### config.mk
export PLATFORM = sky130hd
export DESIGN_NAME = utf8_validating_decoder_core
export DESIGN_NICKNAME = d
export VERILOG_FILES = /design/src/design/utf8v_pkg.sv /design/src/design/utf8v_check.sv /design/src/design/utf8v_seq.sv /design/src/design/utf8v_outbuf.sv /design/src/design/utf8_validating_decoder_core.sv
export SDC_FILE = /design/constraint.sdc
export NUM_CORES = 1
export LEC_CHECK = 0
export BUFFER_PORTS_ARGS = -buffer_cell sky130_fd_sc_hd__buf_2
export CAP_MARGIN = 20
export CORE_ASPECT_RATIO = 0.5
export CORE_UTILIZATION = 40
export DETAILED_ROUTE_END_ITERATION = 10
export GPL_TIMING_DRIVEN = 0
export PLACE_DENSITY = 0.61
export SYNTH_ARGS = -nofsm -noshare
export SYNTH_HDL_FRONTEND = slang
export SYNTH_SLANG_ARGS = --single-unit
export TNS_END_PERCENT = 50
### constraint.sdc
create_clock -name clk_i -period 6.6 [get_ports clk_i]
set_input_delay 1.98 -clock clk_i [delete_from_list [all_inputs] [get_ports clk_i]]
set_output_delay 1.98 -clock clk_i [all_outputs]
set_load 0.005 [all_outputs]
### src/design/utf8v_pkg.sv
// Shared types and byte constants for the UTF-8 validating decoder.
// No dependencies; imported by every RTL module of the block.
package utf8v_pkg;

  typedef struct packed {
    logic [20:0] code_point;
    logic        valid_res;
    logic [2:0]  byte_count;
  } result_t;

  localparam logic [7:0] LeadMin    = 8'hC2;
  localparam logic [7:0] LeadMax    = 8'hF4;
  localparam logic [7:0] LeadE0     = 8'hE0;
  localparam logic [7:0] LeadEd     = 8'hED;
  localparam logic [7:0] LeadEf     = 8'hEF;
  localparam logic [7:0] LeadF0     = 8'hF0;
  localparam logic [7:0] LeadF4     = 8'hF4;
  localparam logic [7:0] ContLo     = 8'h80;
  localparam logic [7:0] ContBf     = 8'hBF;
  localparam logic [7:0] ContBe     = 8'hBE;
  localparam logic [7:0] ContB7     = 8'hB7;
  localparam logic [7:0] ContB0     = 8'hB0;
  localparam logic [7:0] Cont8f     = 8'h8F;
  localparam logic [7:0] Cont9f     = 8'h9F;
  localparam logic [7:0] ContA0     = 8'hA0;
  localparam logic [7:0] Cont90     = 8'h90;
  localparam logic [3:0] NibbleFull = 4'hF;

endpackage

### src/design/utf8v_check.sv
// Validation and code point assembly for one complete sequence.
// Pure combinational logic; depends on utf8v_pkg.
module utf8v_check (
  input  logic [2:0]        len_i,
  input  logic [7:0]        lead_i,
  input  logic [7:0]        f0_i,
  input  logic [7:0]        f1_i,
  input  logic [7:0]        f2_i,
  output utf8v_pkg::result_t res_o
);
  import utf8v_pkg::*;

  logic        ok;
  logic [20:0] cp;
  logic        cont0, cont1, cont2;

  assign cont0 = (f0_i[7:6] == 2'b10);
  assign cont1 = (f1_i[7:6] == 2'b10);
  assign cont2 = (f2_i[7:6] == 2'b10);

  always_comb begin
    ok = 1'b1;
    if (len_i == 3'd0 || len_i > 3'd4) ok = 1'b0;
    if (len_i >= 3'd2 && !cont0) ok = 1'b0;
    if (len_i >= 3'd3 && !cont1) ok = 1'b0;
    if (len_i == 3'd4 && !cont2) ok = 1'b0;
    // plane-final noncharacters xFFFE and xFFFF
    if (len_i == 3'd4 && (f2_i == ContBf || f2_i == ContBe) && f1_i == ContBf &&
        f0_i[3:0] == NibbleFull) ok = 1'b0;
    if (len_i >= 3'd2) begin
      unique case (lead_i)
        LeadE0: if (f0_i < ContA0) ok = 1'b0;
        LeadEd: if (f0_i > Cont9f) ok = 1'b0;
        LeadEf: begin
          if (f0_i == ContB7 && f1_i > Cont8f && f1_i < ContB0) ok = 1'b0;
          if (f0_i == ContBf && (f1_i == ContBe || f1_i == ContBf)) ok = 1'b0;
        end
        LeadF0: if (f0_i < Cont90) ok = 1'b0;
        LeadF4: if (f0_i > Cont8f) ok = 1'b0;
        default: ;
      endcase
    end
    if (lead_i >= ContLo && lead_i < LeadMin) ok = 1'b0;
    if (lead_i > LeadMax) ok = 1'b0;
  end

  always_comb begin
    unique case (len_i)
      3'd2:    cp = {10'd0, lead_i[4:0], f0_i[5:0]};
      3'd3:    cp = {5'd0, lead_i[3:0], f0_i[5:0], f1_i[5:0]};
      3'd4:    cp = {lead_i[2:0], f0_i[5:0], f1_i[5:0], f2_i[5:0]};
      default: cp = {13'd0, lead_i};
    endcase
  end

  always_comb begin
    res_o.code_point = ok ? cp : 21'd0;
    res_o.valid_res  = ok;
    res_o.byte_count = len_i;
  end

endmodule

### src/design/utf8v_seq.sv
// Sequence tracker: holds the lead byte, continuation bytes and counts.
// Depends on utf8v_pkg and utf8v_check.
module utf8v_seq (
  input  logic               clk_i,
  input  logic               rst_ni,
  input  logic               accept_i,
  input  logic [7:0]         byte_i,
  output logic               emit_o,
  output utf8v_pkg::result_t res_o
);
  import utf8v_pkg::*;

  logic [7:0] lead_q, lead_d;
  logic [2:0] exp_q, exp_d;
  logic [2:0] seen_q, seen_d;
  logic [7:0] fol_q [3];
  logic [7:0] fm [3];
  logic       idle;
  logic [2:0] lead_len;
  logic [2:0] seen_inc;
  logic [2:0] chk_len;
  logic [7:0] chk_lead;

  assign idle     = (exp_q == 3'd0);
  assign seen_inc = seen_q + 3'd1;

  always_comb begin
    priority if (byte_i < 8'hC0) lead_len = 3'd1;
    else if (byte_i < 8'hE0)     lead_len = 3'd2;
    else if (byte_i < 8'hF0)     lead_len = 3'd3;
    else if (byte_i < 8'hF8)     lead_len = 3'd4;
    else if (byte_i < 8'hFC)     lead_len = 3'd5;
    else if (byte_i < 8'hFE)     lead_len = 3'd6;
    else                         lead_len = 3'd1;
  end

  // merge the current beat into the held continuations
  always_comb begin
    for (int i = 0; i < 3; i++) begin
      fm[i] = (seen_q == 3'(i + 1)) ? byte_i : fol_q[i];
    end
  end

  assign chk_len  = idle ? 3'd1 : exp_q;
  assign chk_lead = idle ? byte_i : lead_q;

  utf8v_check u_check (
    .len_i  (chk_len),
    .lead_i (chk_lead),
    .f0_i   (fm[0]),
    .f1_i   (fm[1]),
    .f2_i   (fm[2]),
    .res_o  (res_o)
  );

  assign emit_o = accept_i && (idle ? (lead_len == 3'd1) : (seen_inc >= exp_q));

  always_comb begin
    lead_d = lead_q;
    exp_d  = exp_q;
    seen_d = seen_q;
    if (accept_i) begin
      if (idle) begin
        if (lead_len != 3'd1) begin
          lead_d = byte_i;
          exp_d  = lead_len;
          seen_d = 3'd1;
        end
      end else if (seen_inc >= exp_q) begin
        exp_d  = 3'd0;
        seen_d = 3'd0;
      end else begin
        seen_d = seen_inc;
      end
    end
  end

  always_ff @(posedge clk_i or negedge rst_ni) begin
    if (!rst_ni) begin
      lead_q <= 8'd0;
      exp_q  <= 3'd0;
      seen_q <= 3'd0;
    end else begin
      lead_q <= lead_d;
      exp_q  <= exp_d;
      seen_q <= seen_d;
    end
  end

  always_ff @(posedge clk_i) begin
    if (accept_i && !idle) begin
      for (int i = 0; i < 3; i++) begin
        if (seen_q == 3'(i + 1)) fol_q[i] <= byte_i;
      end
    end
  end

endmodule

### src/design/utf8v_outbuf.sv
// Two-entry output register with skid stage for decoded results.
// Depends on utf8v_pkg.
module utf8v_outbuf (
  input  logic               clk_i,
  input  logic               rst_ni,
  input  logic               push_i,
  input  utf8v_pkg::result_t data_i,
  output logic               space_o,
  output logic               valid_o,
  input  logic               ready_i,
  output utf8v_pkg::result_t data_o
);
  import utf8v_pkg::*;

  result_t main_q, skid_q;
  logic    main_v_q, skid_v_q;
  logic    pop;

  assign pop     = main_v_q && ready_i;
  assign space_o = !skid_v_q;
  assign valid_o = main_v_q;
  assign data_o  = main_q;

  always_ff @(posedge clk_i or negedge rst_ni) begin
    if (!rst_ni) begin
      main_v_q <= 1'b0;
      skid_v_q <= 1'b0;
    end else if (pop) begin
      if (skid_v_q) begin
        skid_v_q <= 1'b0;
      end else begin
        main_v_q <= push_i;
      end
    end else if (push_i) begin
      if (main_v_q) skid_v_q <= 1'b1;
      else          main_v_q <= 1'b1;
    end
  end

  always_ff @(posedge clk_i) begin
    if (pop) begin
      if (skid_v_q) main_q <= skid_q;
      else if (push_i) main_q <= data_i;
    end else if (push_i) begin
      // park the beat in the skid stage while the head is stalled
      if (main_v_q) skid_q <= data_i;
      else          main_q <= data_i;
    end
  end

endmodule

### src/design/utf8_validating_decoder_core.sv
// UTF-8 validating decoder: one byte per beat, one result per sequence.
// Each result is registered in the output buffer (head, or skid when stalled).
// Throughput: one byte per cycle while the skid stage is free; a two-entry
// output buffer keeps input ready while a single result waits downstream.
// Reset clears the sequence state and empties the output buffer.
module utf8_validating_decoder_core (
  input  logic        clk_i,
  input  logic        rst_ni,
  input  logic        in_valid_i,
  output logic        in_ready_o,
  input  logic [7:0]  data_byte_i,
  output logic        out_valid_o,
  input  logic        out_ready_i,
  output logic [20:0] code_point_o,
  output logic        valid_res_o,
  output logic [2:0]  byte_count_o
);
  import utf8v_pkg::*;

  logic    accept;
  logic    emit;
  result_t seq_res;
  result_t out_res;

  assign accept = in_valid_i && in_ready_o;

  utf8v_seq u_seq (
    .clk_i    (clk_i),
    .rst_ni   (rst_ni),
    .accept_i (accept),
    .byte_i   (data_byte_i),
    .emit_o   (emit),
    .res_o    (seq_res)
  );

  utf8v_outbuf u_outbuf (
    .clk_i   (clk_i),
    .rst_ni  (rst_ni),
    .push_i  (emit),
    .data_i  (seq_res),
    .space_o (in_ready_o),
    .valid_o (out_valid_o),
    .ready_i (out_ready_i),
    .data_o  (out_res)
  );

  assign code_point_o = out_res.code_point;
  assign valid_res_o  = out_res.valid_res;
  assign byte_count_o = out_res.byte_count;

endmodule

== After elaboration in Yosys (flattened, before gate mapping) ==
Memory sizes are Yosys's and may differ from the RTL's.
Cells that the tools add are included.

* Register bits: 66
* Bits in latches: 0
* Bits in writable memories: 24
* Memory bits (read-only): 0
* Bits of input ports: 12
* Output and inout port bits: 27
* Word-level logic and storage cells: 157
* Memories kept: 1

{| class="wikitable"
|+ Memories
! name !! words !! width !! rd ports !! clocked after Yosys merged registers in !! write ports !! RTL line !! text
|-
| u_seq.fol_q || 3 || 8 || 3 || 0 || 1 || utf8v_seq.sv:16 || <nowiki>logic [7:0] fol_q [3];</nowiki>
|}

* $add $sub $neg: 1
* Multipliers: 0
* Divide/modulo/power cells: 0
* Magnitude comparators: 19
* Equal/unequal tests: 26
* Shift operators: 0
* Multiplexer cells: 61
* Bitwise logic cells: 1
* Reduce and logical (&&, ||, !) cells: 37

{| class="wikitable"
|+ Operators with widths
! kind !! count
|-
| $mux W25 || 5
|-
| $eq A8 B8 Y1 const B || 11
|-
| $lt A8 B8 Y1 const B || 10
|-
| $pmux W21 S3 || 1
|-
| $mux W8 || 6
|-
| $mux W3 || 13
|-
| $gt A8 B8 Y1 const B || 4
|-
| $mux W1 || 32
|-
| $mux W21 || 1
|-
| $reduce_or A8 Y1 || 2
|-
| $logic_and A1 B1 Y1 || 14
|-
| $eq A3 B2 Y1 const B || 4
|-
| $reduce_and A3 Y1 || 4
|-
| $ge A8 B8 Y1 const B || 1
|-
| $reduce_bool A2 Y1 || 4
|-
| $eq A2 B2 Y1 const B || 3
|-
| $eq A3 B1 Y1 const B || 2
|-
| $ge A3 B2 Y1 const B || 2
|-
| $logic_not A3 Y1 || 2
|-
| $ne A2 B2 Y1 const B || 3
|-
| $reduce_and A2 Y1 || 3
|-
| $logic_not A1 Y1 || 5
|-
| $pmux W1 S5 || 1
|-
| $eq A4 B4 Y1 const B || 1
|-
| 8 further kinds || 11
|}

== Depth between registers and ports, before layout ==
* Word-level depth: 19
* Depth in mapped cells: 12
* Mapped depth without buffers: 10

== Cells and area by module ==
A second synthesis with hierarchy kept.

* Cells, all modules: 372
* Area, all modules: 4,787.1 sq um

{| class="wikitable"
|+ Modules (own cells, without submodules)
! module !! times used !! cells each !! area each (sq um) !! seq. area each (sq um)
|-
| utf8v_outbuf || 1 || 90 || 2,000.7 || 1,551.5
|-
| utf8v_seq || 1 || 155 || 1,918.1 || 1,071.0
|-
| utf8v_check || 1 || 126 || 862.1 || 0.0
|-
| utf8_validating_decoder_core || 1 || 1 || 6.3 || 0.0
|}

== Worst setup path after synthesis ==
No wires, ideal clock.

* Kind: input port to flip-flop
* Start point: input port data_byte_i[5]
* End point: register u_outbuf.main_q, in the netlist u_outbuf.data_o[0] (enable)
* Setup time: 0.419 ns
* Data arrival time: 4.230 ns
* Required time: 6.181 ns
* Setup slack: 1.951 ns
* Stages on the path: 6
* Path buffers: 1
* Cell sequence: clkbuf_1 > and2_1 > a21oi_1 > or2_2 > a21o_1 > a22oi_1

* Longest elaborated chain between the ends: 12
* Elaborated cells on any way between the ends: 18
* Those cells by class: 6 x order compare; 1 x eq/ne; 7 x mux; 4 x reduce/logical

{| class="wikitable"
|+ Ends and longest elaborated chain
! element !! RTL line !! text
|-
| start, declared || utf8_validating_decoder_core.sv:11 || <nowiki>input logic [7:0] data_byte_i,</nowiki>
|-
| $lt A8 B8 Y1 || utf8v_seq.sv:33 || <nowiki>else if (byte_i < 8'hFE) lead_len = 3'd6;</nowiki>
|-
| $mux W3 || utf8v_seq.sv:33 ||
|-
| $mux W3 || utf8v_seq.sv:32 || <nowiki>else if (byte_i < 8'hFC) lead_len = 3'd5;</nowiki>
|-
| $mux W3 || utf8v_seq.sv:31 || <nowiki>else if (byte_i < 8'hF8) lead_len = 3'd4;</nowiki>
|-
| $mux W3 || utf8v_seq.sv:30 || <nowiki>else if (byte_i < 8'hF0) lead_len = 3'd3;</nowiki>
|-
| $mux W3 || utf8v_seq.sv:29 || <nowiki>else if (byte_i < 8'hE0) lead_len = 3'd2;</nowiki>
|-
| $mux W3 * || utf8v_seq.sv:28 || <nowiki>priority if (byte_i < 8'hC0) lead_len = 3'd1;</nowiki>
|-
| $eq A3 B1 Y1 * || utf8v_seq.sv:56 || <nowiki>assign emit_o = accept_i && (idle ? (lead_len == 3'd1) : (seen_inc >= exp_q));</nowiki>
|-
| $mux W1 * || utf8v_seq.sv:56 ||
|-
| $logic_and A1 B1 Y1 * || utf8v_seq.sv:56 ||
|-
| $reduce_bool A2 Y1 (no line) || n/a ||
|-
| $reduce_and A3 Y1 (no line) * || n/a ||
|-
| end signal, assigned || utf8v_outbuf.sv:42 || <nowiki>if (skid_v_q) main_q <= skid_q;</nowiki>
|-
| end signal, assigned || utf8v_outbuf.sv:43 || <nowiki>else if (push_i) main_q <= data_i;</nowiki>
|-
| end signal, assigned || utf8v_outbuf.sv:47 || <nowiki>else main_q <= data_i;</nowiki>
|-
| end, declared || utf8v_outbuf.sv:15 || <nowiki>result_t main_q, skid_q;</nowiki>
|}

Mark *: on every way between the ends. The rest lies on a longest branch, timed or not.
A chain may end at the register's enable or synchronous reset.

== Final worst setup path ==
* Start point: input port data_byte_i[4]
* End point: register u_outbuf.main_q, in the netlist u_outbuf.data_o[6] (data pin)

* Longest elaborated chain between the ends: 17
* Elaborated cells on any way between the ends: 50
* Those cells by class: 9 x order compare; 11 x eq/ne; 21 x mux; 9 x reduce/logical

{| class="wikitable"
|+ Ends and longest elaborated chain
! element !! RTL line !! text
|-
| parallel branches: the longest is 12 deep, another holds $gt A8 B8 Y1 || n/a ||
|-
| $mux W1 * || utf8v_check.sv:44 || <nowiki>if (lead_i > LeadMax) ok = 1'b0;</nowiki>
|-
| $mux W21 * || utf8v_check.sv:57 || <nowiki>res_o.code_point = ok ? cp : 21'd0;</nowiki>
|-
| $mux W25 (on tied branches) || utf8v_outbuf.sv:46, utf8v_outbuf.sv:43 ||
|-
| $mux W25 (on tied branches) || utf8v_outbuf.sv:44, utf8v_outbuf.sv:42 ||
|-
| $mux W25 * || utf8v_outbuf.sv:41 || <nowiki>if (pop) begin</nowiki>
|}

Every way passes the cells marked *. The select of a mux whose other input is x is not followed.

==> metrics.txt <==
status finished clean; Mapped Nets 448; hold endpoint u_seq.lead_q[7]; R2R Path Start u_seq.exp_q[0]; final WL 11.9 mm; Slew @ Worst Pin 852 ps; crit path max fanout 10; ant diodes 0; reg-to-reg setup timing slack 3290 ps; Die W 157 um; initial antenna violation count 0; register area 0.00262 mm^2; cts hold-fix bufs 0; RSZ-0062 raised after global routing false; FP Rows 27; CTS clk-pin slew, worst paths 70 ps; TritonRoute pass-1 iters 5; Total GRT Usage 20.9%; area share of the largest cell type after synthesis 46.5%; ANT nets after route 0; Area contributors post-synth edfxtp_1 (47%), dfrtp_1 (8.4%), mux2i_1 (4.8%); CTS Buf Count 9; Max VDD drop 0.000134 V; critical path type input pin to flop; Overflow after GRT 0; die area 0.0124 mm^2; Finished Layout Cells 643; gpl congestion 0.888; first-pass GRT wire length 19.0 mm; Max Buffers Root-to-Sink 2; H-tree depth 3; CTS tree done; Mapped Cells 428; via count of the routed design 3581; fin util 48.7%; Setup Viol. Count Final 0; Pwr per Cell Area 468 mW/mm^2; largest net degree at the start of global routing 26; root buffer cell clkbuf_16; I/O Buffers 38; Async SR Flop Fraction 17.8%; Fmax 231 MHz; Static Leak 2.02 nW; Synth Register Bits 90; Vias/cell 5.57; post_cts resized 0; WHS Path Cells 1; Post-Syn Area per Cell 11.2 um^2; Residual DRC 0; Reg2Reg Depth 12; count leader, synth edfxtp_1; Final Max Slew Viols 0; Max-Cap Viols 0; Post-Route Setup TNS 0 ps; Warnings, synthesis 0; ratio of cells with drive above 1 in the final layout 20.7%; Post-synth EDFFs 74; Core Box Area 0.0113 mm^2; Multi-input gate area 0.00193 mm^2; Mapped Area 0.00478 mm^2; vias in the first global route 3294; FF-to-FF End u_outbuf.data_o[6]; Detailed Route Iter0 Violations 359; WP data arrival 4420 ps; Starting Density 42.2%; Post-CTS Setup Bufs 0; Syn-to-layout area delta 15.3%; Skew-Pair Late Insertion Delay 350 ps; number of distinct library cells after synthesis 59; Worst Hold Class flop to flop; area leader, netlist edfxtp_1; WL/cell 18.5 um; Final Hold Viols 0; Max transition margin 41.6%; WP data required 6680 ps; fin crit period 4340 ps; HPWL Detailed 8.80 mm; Placed Instances 626; Sink Count 90; register area share after synthesis 54.9%; # IOs 39; Layout Nets 499; die height 79.3 um; ys flop type edfxtp_1; period utilisation layout 65.7%; fillers 1038; hold_sp u_seq.lead_q[7]; nature of the critical path endpoint flop; Final Skew 10.6 ps; synth cell count leaders edfxtp_1 (74), nand2_1 (53), nor2_1 (43); critical path launch point type input pin
==> how the worst max path moves through the flow <==
| stage | endpoint | startpoint |
|---|---|---|
| CTS | u_outbuf.skid_q[16] | data_byte_i[3] |
| finish | u_outbuf.data_o[6] | data_byte_i[4] |
| detailed placement | u_outbuf.skid_q[11] | data_byte_i[1] |
| global placement | u_outbuf.data_o[7] | data_byte_i[3] |
| floorplan | u_outbuf.data_o[0] | data_byte_i[5] |
| global route | u_outbuf.data_o[10] | data_byte_i[4] |
==> layout make-up <==
cell class / instances / area share (%)
Sequential cell: 90 / 47.6
Multi-Input combinational cell: 293 / 35.0
Timing Repair Buffer: 40 / 4.18
Clock buffer: 9 / 4.09
Tap cell: 159 / 3.61
Buffer: 32 / 3.34
Clock inverter: 7 / 1.32
Inverter: 13 / 0.886
==> stage by stage <==
stage	setup WS, ps	hold WS, ps	area (um^2)	total power (W)
after floorplan	1950	435	4780	0.00171
after detailed placement	1780	456	5190	0.00207
after global routing	2130	505	5510	0.00276
final	2260	477	5510	0.00258
after global placement	1040	454	5170	0.00206
after CTS	2150	476	5490	0.00258
==> worst max-delay path: stages <==
cell	delay [ps]
buf_2	120
clkbuf_1	220
mux2i_1	700
a21oi_1	220
mux2i_1	160
mux2_2	280
o21ai_2	420
buf_6	210
o31ai_1	100
==> routing by layer <==
layer	global-route usage, %	share of wire (%)	up-vias
met5	0	0	-
met4	5.78	1.2	0
met3	5.51	6.6	14
met2	28.5	40	113
met1	32.1	52	1759
li1	-	-	1695
==> sequential cells by signal, summed over array words and instances (netlist names) <==
| name | flops |
|---|---|
| u_seq.fol_q | 24 |
| u_outbuf.skid_q | 25 |
| u_seq.lead_q | 8 |
| u_outbuf.valid_o | 1 |
| u_outbuf.skid_v_q | 1 |
| u_seq.exp_q | 3 |
| u_outbuf.data_o | 25 |
| u_seq.seen_q | 3 |
==> logic make-up after synthesis <==
kind of cell	count (synthesis)	share of synthesized area, %
AND/OR/NAND/NOR	143	13.9
AO/OA/AOI/OAI	99	14.4
flip-flops	90	54.9
buffers and inverters	45	4.87
multiplexers	43	9.85
adder cells (fa/ha/maj)	8	2.09
==> power breakdown <==
part | leakage [nW] | internal [W] | switching [W]
Combinational | 0.997 | 0.000459 | 0.000707
Clock | 0.143 | 0.000266 | 0.000240
Sequential | 0.884 | 0.000834 | 0.0000742
Total | 2.02 | 0.00156 | 0.00102
==> layout by cell type (no fill, tap or decap), types with 4 or more instances in the layout <==
cell / n
mux2i_1: 23
o31ai_1: 17
a21oi_1: 19
buf_6: 7
clkbuf_1: 20
edfxtp_1: 74
inv_1: 13
mux2_2: 18
dfrtp_1: 16
nor2_1: 43
buf_2: 40
a22oi_1: 4
nor3_1: 10
o21ai_0: 17
o41ai_1: 7
nor2b_1: 5
nand2_1: 53
clkbuf_16: 10
ha_1: 8
nand3_1: 8
Note: power is estimated with default switching activity, not from simulation.
